File: src/rtl/rpnsc_pkg.sv
// Package for the RPN stack calculator: action codes, status codes, widths.
// No dependencies.
package rpnsc_pkg;

  localparam int unsigned DataW       = 32;
  localparam int unsigned ActW        = 4;
  localparam int unsigned StatW       = 2;
  localparam int unsigned DefDepth    = 16;
  localparam int unsigned MaxResults  = 16;

  typedef enum logic [ActW-1:0] {
    ACT_PUSH  = 4'd0,
    ACT_PTOP  = 4'd1,
    ACT_PALL  = 4'd2,
    ACT_PPOP  = 4'd3,
    ACT_CLEAR = 4'd4,
    ACT_DUP   = 4'd5,
    ACT_SWAP  = 4'd6,
    ACT_ADD   = 4'd7,
    ACT_SUB   = 4'd8,
    ACT_MUL   = 4'd9,
    ACT_DIV   = 4'd10,
    ACT_REM   = 4'd11
  } act_e;

  typedef enum logic [StatW-1:0] {
    ST_OK    = 2'd0,
    ST_UNDER = 2'd1,
    ST_OVER  = 2'd2,
    ST_DIVZ  = 2'd3
  } stat_e;

endpackage

File: src/rtl/rpn_stack_calculator_unit.sv
// RPN stack calculator top level: stack memory, sequencer, serial divider.
// Depends on rpnsc_pkg.
//
// Channel | Dir | tdata (low bit up)                          | tuser  | tlast
// s_axis  | in  | action[3:0], push_value[35:4], zero[39:36]  | -      | -
// m_axis  | out | result_value[31:0], status[33:32], 0[39:34] | has_value | last
//
// Every request passes through accept, the reads RD1 and RD2 and execute before
// its result is offered; swap adds a second write state (WR2) before output.
// Div/rem add the 32 steps of the one-bit-a-cycle restoring divider and DIVEND.
// Print all then takes read, data and output states for each entry it prints.
// Reset clears the stack count only; the store needs no clearing. A held result
// stalls in the output register; the next request waits for the last result.
module rpn_stack_calculator_unit #(
  parameter int unsigned STACK_DEPTH = rpnsc_pkg::DefDepth
) (
  input  logic        clk_i,
  input  logic        rst_ni,
  input  logic        s_axis_tvalid,
  output logic        s_axis_tready,
  input  logic [39:0] s_axis_tdata,   // action, push_value
  output logic        m_axis_tvalid,
  input  logic        m_axis_tready,
  output logic [39:0] m_axis_tdata,   // result_value, status
  output logic        m_axis_tuser,   // has_value
  output logic        m_axis_tlast
);
  import rpnsc_pkg::*;

  localparam int unsigned AW = (STACK_DEPTH > 1) ? $clog2(STACK_DEPTH) : 1;
  localparam int unsigned CW = $clog2(STACK_DEPTH + 1);
  localparam logic [CW-1:0] FullC = CW'(STACK_DEPTH);

  typedef enum logic [3:0] {
    S_IDLE, S_RD1, S_RD2, S_EXEC, S_DIV, S_DIVEND, S_WR2, S_DUMP, S_DUMPW, S_OUT
  } state_e;

  // stack memory, one write and one registered read port
  logic [DataW-1:0] mem [STACK_DEPTH];
  logic             we;
  logic [AW-1:0]    wa, ra;
  logic [DataW-1:0] wd, rd_q;

  always_ff @(posedge clk_i) begin
    if (we) mem[wa] <= wd;
    rd_q <= mem[ra];
  end

  state_e           state_q;
  logic [CW-1:0]    cnt_q;
  act_e             act_q;
  logic [DataW-1:0] pv_q, a_q, b_q;
  logic [CW-1:0]    dn_q;
  logic [4:0]       dk_q;       // dump results remaining - 1
  logic [5:0]       it_q;
  logic [DataW-1:0] quo_q, rem_q, dvs_q;
  logic             neg_q, qneg_q;
  logic [DataW-1:0] ov_q;
  logic             oh_q, ol_q;
  stat_e            os_q;

  logic [CW-1:0] top;
  assign top = cnt_q - CW'(1);

  // combinational memory controls
  always_comb begin
    we = 1'b0;
    wa = top[AW-1:0];
    wd = a_q;
    ra = top[AW-1:0];
    case (state_q)
      S_IDLE:  ra = top[AW-1:0];
      S_RD1:   ra = AW'(cnt_q - CW'(2));
      S_DUMP:  ra = dn_q[AW-1:0];
      default: ;
    endcase
    if (state_q == S_EXEC) begin
      case (act_q)
        ACT_PUSH: begin
          we = (cnt_q != FullC); wa = cnt_q[AW-1:0]; wd = pv_q;
        end
        ACT_DUP: begin
          we = (cnt_q != 0) && (cnt_q != FullC); wa = cnt_q[AW-1:0]; wd = b_q;
        end
        ACT_SWAP: begin
          we = (cnt_q >= CW'(2)); wa = top[AW-1:0]; wd = a_q;
        end
        ACT_ADD: begin
          we = (cnt_q >= CW'(2)); wa = AW'(cnt_q - CW'(2)); wd = a_q + b_q;
        end
        ACT_SUB: begin
          we = (cnt_q >= CW'(2)); wa = AW'(cnt_q - CW'(2)); wd = a_q - b_q;
        end
        ACT_MUL: begin
          we = (cnt_q >= CW'(2)); wa = AW'(cnt_q - CW'(2));
          wd = DataW'(a_q * b_q);
        end
        default: ;
      endcase
    end else if (state_q == S_WR2) begin
      we = 1'b1; wa = AW'(cnt_q - CW'(2)); wd = b_q;
    end else if (state_q == S_DIVEND) begin
      we = 1'b1; wa = AW'(cnt_q - CW'(2));
      wd = (act_q == ACT_DIV) ? (qneg_q ? -quo_q : quo_q) : (neg_q ? -rem_q : rem_q);
    end
  end

  assign s_axis_tready = (state_q == S_IDLE);
  assign m_axis_tvalid = (state_q == S_OUT);
  assign m_axis_tdata  = {6'd0, os_q, ov_q};
  assign m_axis_tuser  = oh_q;
  assign m_axis_tlast  = ol_q;

  // divider step: shift in next dividend bit
  logic [DataW:0]   trial;
  logic [DataW-1:0] rsh;
  assign rsh   = {rem_q[DataW-2:0], quo_q[DataW-1]};
  assign trial = {1'b0, rsh} - {1'b0, dvs_q};

  // sequencer with registered outputs
  always_ff @(posedge clk_i or negedge rst_ni) begin
    if (!rst_ni) begin
      state_q <= S_IDLE;
      cnt_q   <= '0;
    end else begin
      case (state_q)
        S_IDLE: if (s_axis_tvalid) begin
          act_q <= act_e'(s_axis_tdata[3:0]);
          pv_q  <= s_axis_tdata[35:4];
          state_q <= S_RD1;
        end
        // top read issued in idle; second issued here
        S_RD1: begin
          b_q <= rd_q;
          state_q <= S_RD2;
        end
        S_RD2: begin
          a_q <= rd_q;
          state_q <= S_EXEC;
        end
        S_EXEC: begin
          ov_q <= '0; oh_q <= 1'b0; ol_q <= 1'b1; os_q <= ST_OK;
          state_q <= S_OUT;
          case (act_q)
            ACT_PUSH: if (cnt_q == FullC) os_q <= ST_OVER;
                      else cnt_q <= cnt_q + CW'(1);
            ACT_PTOP, ACT_PPOP: begin
              if (cnt_q == 0) os_q <= ST_UNDER;
              else begin
                ov_q <= b_q; oh_q <= 1'b1;
                if (act_q == ACT_PPOP) cnt_q <= top;
              end
            end
            ACT_PALL: if (cnt_q != 0) begin
              dn_q <= top;
              dk_q <= (32'(cnt_q) > MaxResults) ? 5'(MaxResults - 1) : 5'(top);
              state_q <= S_DUMP;
            end
            ACT_CLEAR: cnt_q <= '0;
            ACT_DUP: if (cnt_q == 0) os_q <= ST_UNDER;
                     else if (cnt_q == FullC) os_q <= ST_OVER;
                     else cnt_q <= cnt_q + CW'(1);
            ACT_SWAP: if (cnt_q < CW'(2)) os_q <= ST_UNDER;
                      else state_q <= S_WR2;
            ACT_ADD, ACT_SUB, ACT_MUL:
              if (cnt_q < CW'(2)) os_q <= ST_UNDER;
              else cnt_q <= top;
            ACT_DIV, ACT_REM: begin
              if (cnt_q < CW'(2)) os_q <= ST_UNDER;
              else if (b_q == 0) begin
                os_q <= ST_DIVZ; cnt_q <= cnt_q - CW'(2);
              end else begin
                neg_q  <= a_q[DataW-1];
                qneg_q <= a_q[DataW-1] ^ b_q[DataW-1];
                quo_q  <= a_q[DataW-1] ? -a_q : a_q;
                dvs_q  <= b_q[DataW-1] ? -b_q : b_q;
                rem_q  <= '0;
                it_q   <= '0;
                state_q <= S_DIV;
              end
            end
            default: ;
          endcase
        end
        // one quotient bit per cycle
        S_DIV: begin
          if (!trial[DataW]) begin
            rem_q <= trial[DataW-1:0];
            quo_q <= {quo_q[DataW-2:0], 1'b1};
          end else begin
            rem_q <= rsh;
            quo_q <= {quo_q[DataW-2:0], 1'b0};
          end
          it_q <= it_q + 6'd1;
          if (it_q == 6'(DataW - 1)) state_q <= S_DIVEND;
        end
        S_DIVEND: begin
          cnt_q <= top;
          state_q <= S_OUT;
        end
        S_WR2: state_q <= S_OUT;
        // dump: read issued here, data next cycle
        S_DUMP: state_q <= S_DUMPW;
        S_DUMPW: begin
          ov_q <= rd_q; oh_q <= 1'b1; os_q <= ST_OK;
          ol_q <= (dk_q == 0);
          state_q <= S_OUT;
        end
        S_OUT: if (m_axis_tready) begin
          if (!ol_q) begin
            dn_q <= dn_q - CW'(1);
            dk_q <= dk_q - 5'd1;
            state_q <= S_DUMP;
          end else state_q <= S_IDLE;
        end
        default: state_q <= S_IDLE;
      endcase
    end
  end

endmodule

File: config.mk
export PLATFORM = sky130hd
export DESIGN_NAME = rpn_stack_calculator_unit
export DESIGN_NICKNAME = d
export VERILOG_FILES = /design/src/rtl/rpnsc_pkg.sv /design/src/rtl/rpn_stack_calculator_unit.sv
export SDC_FILE = /design/constraint.sdc
export NUM_CORES = 2
export LEC_CHECK = 0
export BUFFER_PORTS_ARGS = -buffer_cell sky130_fd_sc_hd__buf_2
export CAP_MARGIN = 20
export CORE_ASPECT_RATIO = 1.4
export CORE_UTILIZATION = 50
export CTS_CLUSTER_SIZE = 14
export DETAILED_ROUTE_END_ITERATION = 8
export PLACE_DENSITY = 0.68
export SLEW_MARGIN = 25
export SYNTH_ARGS = -nofsm -noshare
export SYNTH_HDL_FRONTEND = slang
export SYNTH_SLANG_ARGS = --single-unit
export TNS_END_PERCENT = 10
File: constraint.sdc
create_clock -name clk_i -period 7.2 [get_ports clk_i]
set_input_delay 1.08 -clock clk_i [delete_from_list [all_inputs] [get_ports clk_i]]
set_output_delay 1.08 -clock clk_i [all_outputs]
set_load 0.02 [all_outputs]
Word-level counts from Yosys, hierarchy flattened
Memory sizes are Yosys's and may differ from the RTL's. A register that Yosys moved wholly into a read port is not among the register bits.
Index checks and enable logic that the tools add are counted.
Operators by class
  equality and inequality tests: 39
  mux-type cells: 79
  reduce and logical (&&, ||, !) cells: 26
  add/subtract/negate cells: 13
  bitwise gates (word level): 3
  multiply operators: 1
  $lt $le $gt $ge: 3
Operator list (number)
  32-bit two-way mux: 16
  32-bit case mux with 2 select lines: 3
  32-bit case mux with 5 select lines: 1
  32-bit negator: 4
  5-bit two-way mux: 16
  4-bit two-way mux: 10
  32-bit by 32-bit subtractor with 33-bit output: 1
  32-bit adder: 1
  4-bit by 3-bit == test with 1-bit output, second input constant: 8
  32-bit logical NOT: 1
  32-bit by 32-bit multiplier with 32-bit output: 1
  4-bit case mux with 8 select lines: 1
  32-bit subtractor: 1
  31-bit two-way mux: 1
  5-bit case mux with 2 select lines: 3
  5-bit case mux with 6 select lines: 1
  4-bit == test, second input constant: 6
  6-bit two-way mux: 3
  3-bit != test, second input constant: 6
  4-bit by 2-bit == test with 1-bit output, second input constant: 4
  4-bit case mux with 2 select lines: 2
  5-bit by 1-bit subtractor with 5-bit output, second input constant: 3
  4-bit case mux with 3 select lines: 1
  6-bit case mux with 2 select lines: 1
  other kinds (35): 69
Storage, ports and cells
  word-level logic and storage cells: 184
  flip-flop bits (word level): 259
  input bits: 44
  memories: 1
  memory bits (writable): 512
  output and inout bits: 44
Memories
  mem: words 16, bits a word 32, read ports 1, clocked after memory_dff 1, wr ports 1, line rpn_stack_calculator_unit.sv:39  | logic [DataW-1:0] mem [STACK_DEPTH];

Longest topological paths before layout
  depth in word-level cells: 6
  depth in mapped cells: 28

Worst setup path after synthesis
OpenSTA, ideal clock, no wires.
  path type: register to register
  start point: register b_q[7]
  end point: memory mem[0][29] (data pin)
  cell stages (with the launch flop): 25
  buffers on the path: 3
  period minus slack after synthesis: 7.778 ns
  slack: -0.578 ns
  arrival: 7.448 ns
  setup time: 0.330 ns
  required time: 6.870 ns
  cells stage by stage: edfxtp_1 clkbuf_1 clkbuf_1 clkbuf_1 and2_1 fa_1 fa_1 fa_1 inv_1 fa_1 inv_1 fa_1 fa_1 fa_1 fa_1 ha_1 a2111oi_0 o211ai_1 o21ai_0 o21ai_0 a21oi_1 o31ai_1 xor2_1 a221oi_1 o21ai_0
On the way
  word-level cells in the longest chain between the ends: 3
  elaborated cells on any way between the ends: 5
  those cells by class: add/sub: 2; mul: 1; mux: 2
RTL lines
  from (decl): line rpn_stack_calculator_unit.sv:52  | logic [DataW-1:0] pv_q, a_q, b_q;
  from (signal assigned): line rpn_stack_calculator_unit.sv:134  | b_q <= rd_q;
  32-bit by 32-bit multiplier with 32-bit output, or another cell as far along: line rpn_stack_calculator_unit.sv:96  | wd = DataW'(a_q * b_q);
  32-bit case mux with 5 select lines *: line rpn_stack_calculator_unit.sv:78  | case (act_q)
  32-bit two-way mux *: line rpn_stack_calculator_unit.sv:77  | if (state_q == S_EXEC) begin
  via wd[29]: line rpn_stack_calculator_unit.sv:42  | logic [DataW-1:0] wd, rd_q;
  to (decl): line rpn_stack_calculator_unit.sv:39
Mark *: on every way through the listed nets, which the timed path passes. The rest lies on a longest branch.

Worst setup path in the final report
  start point: register b_q[5]
  end point: memory mem[12][27] (data pin)
Same word-level chain as after synthesis.

==> run_results.csv <==
group,metric,value,unit
yosys,ys_seq_elements,802,
critical_path,path_max_fanout,8,
placement,dp.cells,6683,
sta,rsz0062_at_grt,"yes",
cells_and_area,final_area,63000,um^2
status,status,"finished with violations",
yosys,seq_area_frac_synth,0.431,
yosys,yosysTopAreaCell,"edfxtp_1",
sta,period_share,1.06,
placement,gp_congestion,0.976,
cells_and_area,seqCellArea,23700,um^2
yosys,synthTopCellsByArea,"edfxtp_1, fa_1, and2_1",
cells_and_area,syn_to_final_growth,14.4,%
yosys,synthCells,5168,
clocking,cts_sinks,802,
clocking,ctsRootBufferMaster,"clkbuf_16",
sta,hold_violations,0,
yosys,postSynthAreaPerCell,10.7,um^2
drt,vias,41148,
cells_and_area,fill_cells,9066,
critical_path,crit_start,"b_q[5]$_DFFE_PP_",
floorplan,boundaryPins,88,
grt,antenna_found_initial,4,
critical_path,cp.required,7.61,ns
cells_and_area,stdcell_count,6852,
sta,slew_headroom,0.270,
yosys,synth_edf_count,761,
clocking,clk_latency,0.69,ns
sta,max_freq,0.131,GHz
floorplan,die_h,395,um
drt,firstDrtPassIters,8,
drt,vias_per_cell,6.01,
yosys,synth_commonest_cells,"edfxtp_1, nand2_1, inv_1",
drt,post-route-drc-count,0,
floorplan,die_area,112000,um^2
grt,grtUsageTotal,0.304,
sta,post-route-min-period,7.62,ns
yosys,synth_flop_cell,"edfxtp_1",
critical_path,reg2reg_depth,26,
critical_path,worstReg2RegEnd,"mem[12][27]$_DFFE_PP_",
sta,setup_viol,176,
drt,postRouteAntennaNets,0,
sta,holdWs,0.317,ns
clocking,clockBufferDepth,3,
grt,grt_pass1_wl,251000,um
floorplan,start_util,0.506,
cells_and_area,layout-drive-gt1-share,0.136,
critical_path,end_kind,"flip-flop",
grt,grt_overflow,0,
floorplan,die_w,283,um
critical_path,cp-start-kind,"flip-flop",
yosys,synth_most_common_cell,"edfxtp_1",
grt,grt_pass1_vias,41640,
drt,routed_wl,168000,um
floorplan,coreArea,109000,um^2
yosys,synth-async-reset-ratio,0.0112,
sta,skew,0.0373,ns
critical_path,r2r_start,"b_q[5]$_DFFE_PP_",
clocking,cts_tree,"built",
drt,wire_per_inst,24.5,um
sta,finalMaxSlewViolations,0,
cells_and_area,multi_input_area,29400,um^2
drt,drt_iter0_drc,3681,
cells_and_area,layout.nets,5994,
placement,place_area,59400,um^2
critical_path,path_class,"reg -> reg",
floorplan,fp-row-count,143,
worst_hold_path,min_path_type,"in -> async",
cells_and_area,final_core_util,0.579,
yosys,yosys.cell_types.count,83,
flow_run,cap_violations,0,
critical_path,reg2reg_slack,-0.42,ns
yosys,synth_top_area_share,0.415,
clocking,cts_max_level,3,
sta,fin_ws,-0.417,ns
critical_path,cp.arrival,8.03,ns
sta,tightest_slew,1.10,ns
placement,numPortBuffers,77,
yosys,yosys_warnings,0,
status,violations,"setup timing",
yosys,syn_area,55100,um^2
clocking,cts_buffers,79,
clocking,clk_pin_slew,0.06,ns
grt,grt_max_degree,191,
placement,hpwl,120000,um
[worst max-delay path by stage]
stage	endpoint	slack, ns	depth (start not counted)
final	mem[12][27]$_DFFE_PP_	-0.42	26
after global routing	mem[2][29]$_DFFE_PP_	-0.57	25
after CTS	mem[13][30]$_DFFE_PP_	-0.37	28
after detailed placement	mem[12][29]$_DFFE_PP_	-0.72	26
after global placement	mem[12][29]$_DFFE_PP_	-0.69	26
after floorplan	mem[0][23]$_DFFE_PP_	-0.003	24
[layer usage]
metal,up-vias,part of all wire,track usage
met1,20567,0.37,0.369
met5,-,0,0
met3,560,0.077,0.0475
li1,18254,-,-
met4,0,0.064,0.175
met2,1767,0.49,0.512
[through the flow]
| stage | setup slack [ns] | TNS [ns] |
|---|---|---|
| 2_1_floorplan | -0.00261 | -0.0418 |
| 3_3_place_gp | -0.687 | -64.28 |
| 3_5_place_dp | -0.719 | -70.52 |
| 4_1_cts | -0.365 | -39.23 |
| 5_1_grt | -0.573 | -72.33 |
| 6_report | -0.417 | -32.35 |
[layout by cell type, fill, tap and decap left out, types with 25 or more instances in the layout]
cell type  netlist  layout
nand3_1         41      40
buf_4            6     297
nand2b_1        30      30
buf_2            4      77
ha_1           201     182
nor2_1         198     171
o21ai_0        191     166
o31ai_1         44      42
a21oi_1        217     203
and2_1         443     437
buf_12           0      44
nor3_1          38      34
a21o_1          33      33
or3_1           26      25
edfxtp_1       761     761
inv_1          454     447
a211oi_1       187     183
a311oi_1        67      67
xnor2_1        165     163
dfxtp_1         32      32
nand2_1        682     680
a221oi_1        29      26
a22o_1          32      32
a31oi_1         78      78
xor2_1         128     125
clkbuf_16        0      82
fa_1           410     391
[registers in the layout (all words and copies together), names as in the netlist]
name	flops
a_q	32
act_q	4
b_q	32
cnt_q	5
dk_q	5
dn_q	4
dvs_q	32
it_q	6
m_axis_tlast	1
m_axis_tuser	1
mem	512
neg_q	1
os_q	2
ov_q	32
pv_q	32
qneg_q	1
quo_q	32
rd_q	32
rem_q	32
state_q	4
[cell type report]
type                            instances  share of cell area
Antenna cell                            1           0.0000397
Clock inverter                         36             0.00657
Timing Repair Buffer                  435              0.0599
Inverter                              454              0.0270
Sequential cell                       802               0.376
Multi-Input combinational cell       3567               0.466
Clock buffer                          107              0.0350
Tap cell                             1450              0.0288
[kinds of logic after synthesis]
| logic type | share of synthesized area |
|---|---|
| muxes | 0.00243 |
| adders and majority gates | 0.195 |
| and+or+nand+nor | 0.139 |
| AOI/OAI and AO/OA | 0.131 |
| other | 0.0000681 |
| DFF | 0.431 |
| xor gates and xnor gates | 0.0466 |
| buffers and inverters | 0.0555 |
[worst max-delay path, cell delays in order, from the launching register on]
cell and delay (ns):
edfxtp_1 0.43, buf_12 0.18, buf_6 0.14, and2_1 0.18, fa_2 0.57, fa_1 0.43, fa_1 0.52, inv_1 0.05
fa_1 0.48, inv_1 0.06, fa_1 0.55, fa_1 0.43, fa_1 0.53, fa_2 0.45, ha_4 0.19, a2111oi_4 0.36
o211ai_1 0.17, o21ai_2 0.10, o21ai_2 0.10, a21oi_2 0.23, buf_4 0.18, o21bai_4 0.09, xor2_4 0.21, a21oi_2 0.17
o221ai_2 0.11, buf_6 0.16, bufbuf_16 0.26
[repair_timing]
action,4_1_cts,5_1_grt
setup buffers,13,12
endpoints found under the setup margin,208,272
gates cloned,3,1
resized for setup,70,75
hold buffers,0,0
pin swaps,62,90
Power is left out: the tool's default activity adds up to more than one toggle a clock period on the data nets, which glitch-free logic cannot reach.
